File: config.mk
export PLATFORM = sky130hd
export DESIGN_NAME = ddo_ctrl
export DESIGN_NICKNAME = d
export VERILOG_FILES = /design/src/rtl/core/assert_macros.svh /design/src/rtl/core/ddo_pkg.sv /design/src/rtl/core/ddo_ctrl.sv
export SDC_FILE = /design/constraint.sdc
export NUM_CORES = 1
export LEC_CHECK = 0
export BUFFER_PORTS_ARGS = -buffer_cell sky130_fd_sc_hd__buf_2
export CAP_MARGIN = 40
export CORE_MARGIN = 2
export CORE_UTILIZATION = 41
export DETAILED_ROUTE_END_ITERATION = 8
export GPL_ROUTABILITY_DRIVEN = 0
export PLACE_DENSITY = 0.82
export SETUP_SLACK_MARGIN = 0.05
export SLEW_MARGIN = 20
export SYNTH_ARGS = -nofsm -noshare
export SYNTH_HDL_FRONTEND = slang
export SYNTH_SLANG_ARGS = --single-unit
File: constraint.sdc
create_clock -name clk -period 1.68 [get_ports clk]
set_clock_uncertainty 0.1 [all_clocks]
set_input_delay 0.336 -clock clk [delete_from_list [all_inputs] [get_ports clk]]
set_output_delay 0.336 -clock clk [all_outputs]
set_load 0.02 [all_outputs]
File: src/rtl/core/assert_macros.svh
// ---------------------------------------------------------------------------
// Assertion macros
// Concurrent assertion helpers, empty when SYNTHESIS is defined.
// ---------------------------------------------------------------------------
`ifndef ASSERT_MACROS_SVH
`define ASSERT_MACROS_SVH
`ifndef SYNTHESIS
`define ASSERT_IMPLIES(label, clk, rst_n, a, c) \
    label: assert property (@(posedge clk) disable iff (!rst_n) (a) |-> (c)) \
        else $error("assertion failed");
`define ASSERT_NEXT(label, clk, rst_n, a, c) \
    label: assert property (@(posedge clk) disable iff (!rst_n) (a) |=> (c)) \
        else $error("assertion failed");
`else
`define ASSERT_IMPLIES(label, clk, rst_n, a, c)
`define ASSERT_NEXT(label, clk, rst_n, a, c)
`endif
`endif

File: src/rtl/core/ddo_pkg.sv
// ---------------------------------------------------------------------------
// Odometry package
// Shared constants, arctangent table and controller/datapath command types.
// ---------------------------------------------------------------------------
`default_nettype none
package ddo_pkg;
    localparam int ATAN_ENTRIES = 24;
    localparam int ROTATION_STEPS_DEFAULT = 16;
    localparam logic [31:0] CORDIC_START = 32'd652032874;
    localparam logic [15:0] RADIUS_RESET = 16'd256;
    localparam logic [31:0] GAIN_RESET = 32'd683565276;
    localparam logic [14:0] MAXSPD_RESET = 15'd32767;
    localparam logic [1:0] REG_RADIUS = 2'd0;
    localparam logic [1:0] REG_GAIN = 2'd1;
    localparam logic [1:0] REG_MAXSPD = 2'd2;
    localparam logic OP_STEP = 1'b0;
    localparam logic OP_LOAD = 1'b1;

    typedef struct packed {
        logic load;
        logic start;
        logic mul1;
        logic mul2;
        logic rot_init;
        logic rot_step;
        logic mul_pos;
        logic mul_head;
        logic commit;
    } ddo_cmd_t;

    function automatic logic [31:0] atan_lookup(input logic [4:0] i);
        logic [31:0] r;
        begin
            unique case (i)
                5'd0: r = 32'd536870912;  5'd1: r = 32'd316933406;
                5'd2: r = 32'd167458907;  5'd3: r = 32'd85004756;
                5'd4: r = 32'd42667331;   5'd5: r = 32'd21354465;
                5'd6: r = 32'd10680862;   5'd7: r = 32'd5340245;
                5'd8: r = 32'd2670163;    5'd9: r = 32'd1335087;
                5'd10: r = 32'd667544;    5'd11: r = 32'd333772;
                5'd12: r = 32'd166886;    5'd13: r = 32'd83443;
                5'd14: r = 32'd41722;     5'd15: r = 32'd20861;
                5'd16: r = 32'd10430;     5'd17: r = 32'd5215;
                5'd18: r = 32'd2608;      5'd19: r = 32'd1304;
                5'd20: r = 32'd652;       5'd21: r = 32'd326;
                5'd22: r = 32'd163;       5'd23: r = 32'd81;
                default: r = 32'd0;
            endcase
            atan_lookup = r;
        end
    endfunction
endpackage
`default_nettype wire

File: src/rtl/core/ddo_ctrl.sv
// ---------------------------------------------------------------------------
// Odometry controller
// Sequences pose load, clamp, travel multiplies, rotation iterations and pose commit.
// ---------------------------------------------------------------------------
`default_nettype none
module ddo_ctrl #(
    parameter int ROTATION_STEPS = ddo_pkg::ROTATION_STEPS_DEFAULT
) (
    input  wire logic         clk,
    input  wire logic         rst_n,
    input  wire logic         in_valid,
    input  wire logic         in_op,
    input  wire logic         out_stall,
    output logic              in_stall,
    output logic              out_valid,
    output ddo_pkg::ddo_cmd_t cmd,
    output logic [4:0]        iter
);
    localparam int STEPS = (ROTATION_STEPS > ddo_pkg::ATAN_ENTRIES) ?
                           ddo_pkg::ATAN_ENTRIES : ROTATION_STEPS;
    localparam logic [4:0] LAST = 5'(STEPS - 1);
    localparam logic [2:0] S_IDLE = 3'd0;
    localparam logic [2:0] S_MUL1 = 3'd1;
    localparam logic [2:0] S_MUL2 = 3'd2;
    localparam logic [2:0] S_ROT  = 3'd3;
    localparam logic [2:0] S_MULP = 3'd4;
    localparam logic [2:0] S_COMMIT = 3'd5;

    logic [2:0] state_reg, state_next;
    logic [4:0] iter_reg, iter_next;
    logic out_valid_reg, out_valid_next;
    logic accept;

    always_comb
    begin
        in_stall = (state_reg != S_IDLE) || (out_valid_reg && out_stall);
        accept = in_valid && !in_stall;
        cmd = '0;
        state_next = state_reg;
        iter_next = iter_reg;
        out_valid_next = out_valid_reg && out_stall;
        unique case (state_reg)
            S_IDLE:
            begin
                if (accept)
                begin
                    if (in_op == ddo_pkg::OP_LOAD)
                    begin
                        cmd.load = 1'b1;
                        out_valid_next = 1'b1;
                    end
                    else
                    begin
                        cmd.start = 1'b1;
                        cmd.rot_init = 1'b1;
                        state_next = S_MUL1;
                    end
                end
            end
            S_MUL1:
            begin
                cmd.mul1 = 1'b1;
                state_next = S_MUL2;
            end
            S_MUL2:
            begin
                cmd.mul2 = 1'b1;
                iter_next = '0;
                state_next = S_ROT;
            end
            S_ROT:
            begin
                cmd.rot_step = 1'b1;
                iter_next = iter_reg + 5'd1;
                if (iter_reg == LAST)
                    state_next = S_MULP;
            end
            S_MULP:
            begin
                cmd.mul_pos = 1'b1;
                cmd.mul_head = 1'b1;
                state_next = S_COMMIT;
            end
            S_COMMIT:
            begin
                cmd.commit = 1'b1;
                out_valid_next = 1'b1;
                state_next = S_IDLE;
            end
            default:
                state_next = S_IDLE;
        endcase
    end

    always_ff @(posedge clk or negedge rst_n)
    begin
        if (!rst_n)
        begin
            state_reg <= S_IDLE;
            iter_reg <= '0;
            out_valid_reg <= 1'b0;
        end
        else
        begin
            state_reg <= state_next;
            iter_reg <= iter_next;
            out_valid_reg <= out_valid_next;
        end
    end

    assign out_valid = out_valid_reg;
    assign iter = iter_reg;
endmodule
`default_nettype wire

==> impl_summary.md <==
Run
Max-cap violations in this run came to 0.

Floorplanning
The starting density of the core is 42.66%. The number of cell rows is 13. The die covers 1608 µm².

The placeable core area is 1252 µm². The die height is 40.10 µm. The die is 40.10 µm wide. The I/O pin count is 21.

Layout
The diode insertion count for antenna repair is 0. The flip-flop count of the largest register after layout is 5. The number of standard cells in the layout, taps in and fillers out is 107. The post-route cell area is 890.9 µm². The area overhead of the layout relative to synthesis is 66.74%. The final core utilization is 71.13%.

The net count of the finished layout is 100. The share of post-route cells with drive strength above 1 is 60.87%.

Clock network
The clock root buffer master is clkbuf_4. After clock tree synthesis, the clock-pin slew on the worst setup and hold paths is 0.07 ns. The TritonCTS buffer count is 3. The clock latency on the worst-skew pair is 0.26 ns. The TritonCTS clock tree is built. The number of H-tree branching levels is 1. The clock passes through at most 2 buffers. The clock net in this run drives a total of 9 sinks.

Power
The reported leakage power is 0.4494 nW. The total power per unit cell area is 1315 nW/µm². The analysis attributes to net switching a power of 0.0004815 W. Across the VDD grid, the largest voltage drop is 875.1 µV. The switching share of power is 41.10%.

Of the total power, the clock network draws 14.7%. The proportion of power drawn by flip-flops and latches is 30.3%. The cell-internal power is 0.0006900 W.

Per report_power, the combinational group accounts for 55.0% of the total.

Global route
The initial antenna violation count is 0. The largest net degree at the start of global routing is 10. The first global-routing pass estimated 2145 µm of wire. The number of global-route vias before repair is 495. After global routing the overflow that remains totals 0. The global-route usage over all layers is 21.35%.

Synth
Ranked by instance count, the synthesized netlist is headed by dfrtp_1 (9), nand2_1 (7), nor2_1 (4). Synthesis inferred 9 register bits. The number of warnings issued by yosys is 0. The sequential area share after synthesis is 42.15%. In the synthesized netlist the async set-or-reset flop fraction comes to 100.0%.

For this run, the leading register cell type out of synthesis is dfrtp_1. Yosys mapped a number of flops with a built-in enable equal to 0. Ranked by total cell area, the synthesized netlist is headed by dfrtp_1 (42%), nand2_1 (4.9%), ha_1 (4.7%). After synthesis, the largest area contributor takes up 42.15% of total cell area. The number of standard cells after synthesis is 54. The post-synthesis cell type with the largest combined area is dfrtp_1. The post-synthesis net count is 61.

Synthesis instantiated 24 different standard cells from the library. The mean instance size in the synthesized netlist is 9.894 µm². The cell with the most instances after synthesis is dfrtp_1. After synthesis the cells add up to 534.3 µm².

Route
In the routed layout, each cell is associated on average with a via count of 5.271. The wire length after detailed routing is 1580 µm. The post-detailed-route count of antenna-violating nets is 0. The number of iterations in the first detailed-routing pass is 4. The routed layout has 564 vias. The residual DRC count is 0.

Dividing the detail-routed wire length by the instance count gives 14.77 µm. The detailed router finished its first iteration with 12 violations.

STA
Based on the critical path, the design can be clocked at up to 526.3 MHz. The actual slew at the worst max-slew pin is 0.3230 ns. The final count of negative-setup-slack endpoints is 8. Setup repair after global routing could not meet its margin everywhere. The share of the cycle needed by the critical path after routing is 113.1%. The count of pins over their slew limit was 0. In the post-route analysis, the smallest setup slack over all paths is -0.2201 ns. Measured against its own limit, the worst slew margin works out to 78.47%. The final hold violation count was 0.

The minimum clock period after layout is 1.900 ns.

Setup path
The sort of element at the start of the critical path is a register. The kind of critical path is reg2out. Along the worst path, the maximum fanout reaches 3. At the worst endpoint, the arrival time is 1.46 ns. At the worst endpoint, the required time is 1.24 ns.

The sort of element at the end of the critical path is an output port.

Place
The worst slack at placement is -0.03693 ns. Once placement completed, the tool counted placed cells totaling 88. The post-detailed-placement cell area is 654.4 µm².

The number of port buffers is 20. The detailed placement HPWL is 900.3 µm.

Outcome
The flow ran to the end, but the final reports show violations. The checks that failed: negative setup slack.

Hold path
In this run the worst hold path is classified as in2reg.
placed cells by master, fill, tap and decap left out, types with 2 or more instances in the layout:
| cell | count |
|---|---|
| nand3_1 | 3 |
| inv_2 | 2 |
| and3_1 | 2 |
| dfrtp_1 | 7 |
| buf_4 | 20 |
| ha_1 | 2 |
| dfrtp_2 | 2 |
| nor2_4 | 2 |
| o31ai_1 | 2 |
| nand2_1 | 6 |
| clkbuf_4 | 3 |
| buf_6 | 7 |
| buf_2 | 10 |
| o21ai_0 | 2 |
stage by stage:
stage,total power [W],hold WS [ns],setup TNS [ns]
floorplan,0.0007063,-0.05959,-0.01612
global placement,0.0008325,0.09760,0
detailed placement,0.0008498,0.1023,-0.06626
CTS,0.001133,0.2511,-0.7866
global route,0.001256,0.2602,-1.235
finish,0.001172,0.2527,-0.9566
power by group through the flow:
stage	clock, W	combinational (W)	sequential [W]
global placement	0	0.000473	0.000359
detailed placement	0	0.000487	0.000362
CTS	0.000169	0.000604	0.000360
global route	0.000180	0.000710	0.000365
finish	0.000172	0.000644	0.000355
floorplan	0	0.000281	0.000425
cell type report:
class	count	area, µm²
Timing Repair Buffer	39	304.0
Tap cell	15	18.77
Fill cell	90	361.6
Inverter	4	22.52
Multi-Input combinational cell	36	291.5
Clock buffer	4	26.28
Sequential cell	9	227.7
cell families after synthesis:
family | count (synthesis) | share of synthesized area (%)
and+or+nand+nor | 24 | 24.36
buffers and inverters | 9 | 12.65
DFF | 9 | 42.16
AOI/OAI and AO/OA | 8 | 12.18
muxes | 2 | 3.981
adders and majority gates | 2 | 4.683
worst max-delay path, stage by stage, from the launching register on:
cell	delay [ns]
dfrtp_1	0.41
a2111oi_4	0.39
and3b_2	0.27
buf_4	0.15
what timing repair did:
| action | CTS | global route |
|---|---|---|
| buffers inserted | 10 | 4 |
| pin swaps | 5 | 2 |
| endpoints found under the setup margin | 10 | 12 |
| hold endpoints to repair | 9 | 0 |
| resized for setup | 29 | 1 |
| hold buffers | 1 | 0 |
routing by layer:
metal | routed length [µm] | share of wire [%] | global-route usage [%]
met3 | 81 | 5.1 | 5.000
met4 | 0 | 0 | 6.034
met2 | 910 | 58 | 37.50
met1 | 588 | 37 | 25.51
met5 | 0 | 0 | 0
final timing paths:
check	to	startpoint	cells past startpoint	slack, ns
setup / recovery	cmd[4]	state_reg[1]$_DFFE_PN0P_	3	-0.22
hold / removal	out_valid$_DFF_PN0_	out_stall	2	0.25
setup reg to reg	iter[3]$_DFFE_PN0P_	state_reg[1]$_DFFE_PN0P_	6	0.10
hold reg to reg	iter[4]$_DFFE_PN0P_	iter[4]$_DFFE_PN0P_	2	0.43
max in group asynchronous	out_valid$_DFF_PN0_	rst_n	2	0.91
min in group asynchronous	iter[1]$_DFFE_PN0P_	rst_n	2	0.38
Note: power is estimated with default switching activity, not from simulation.
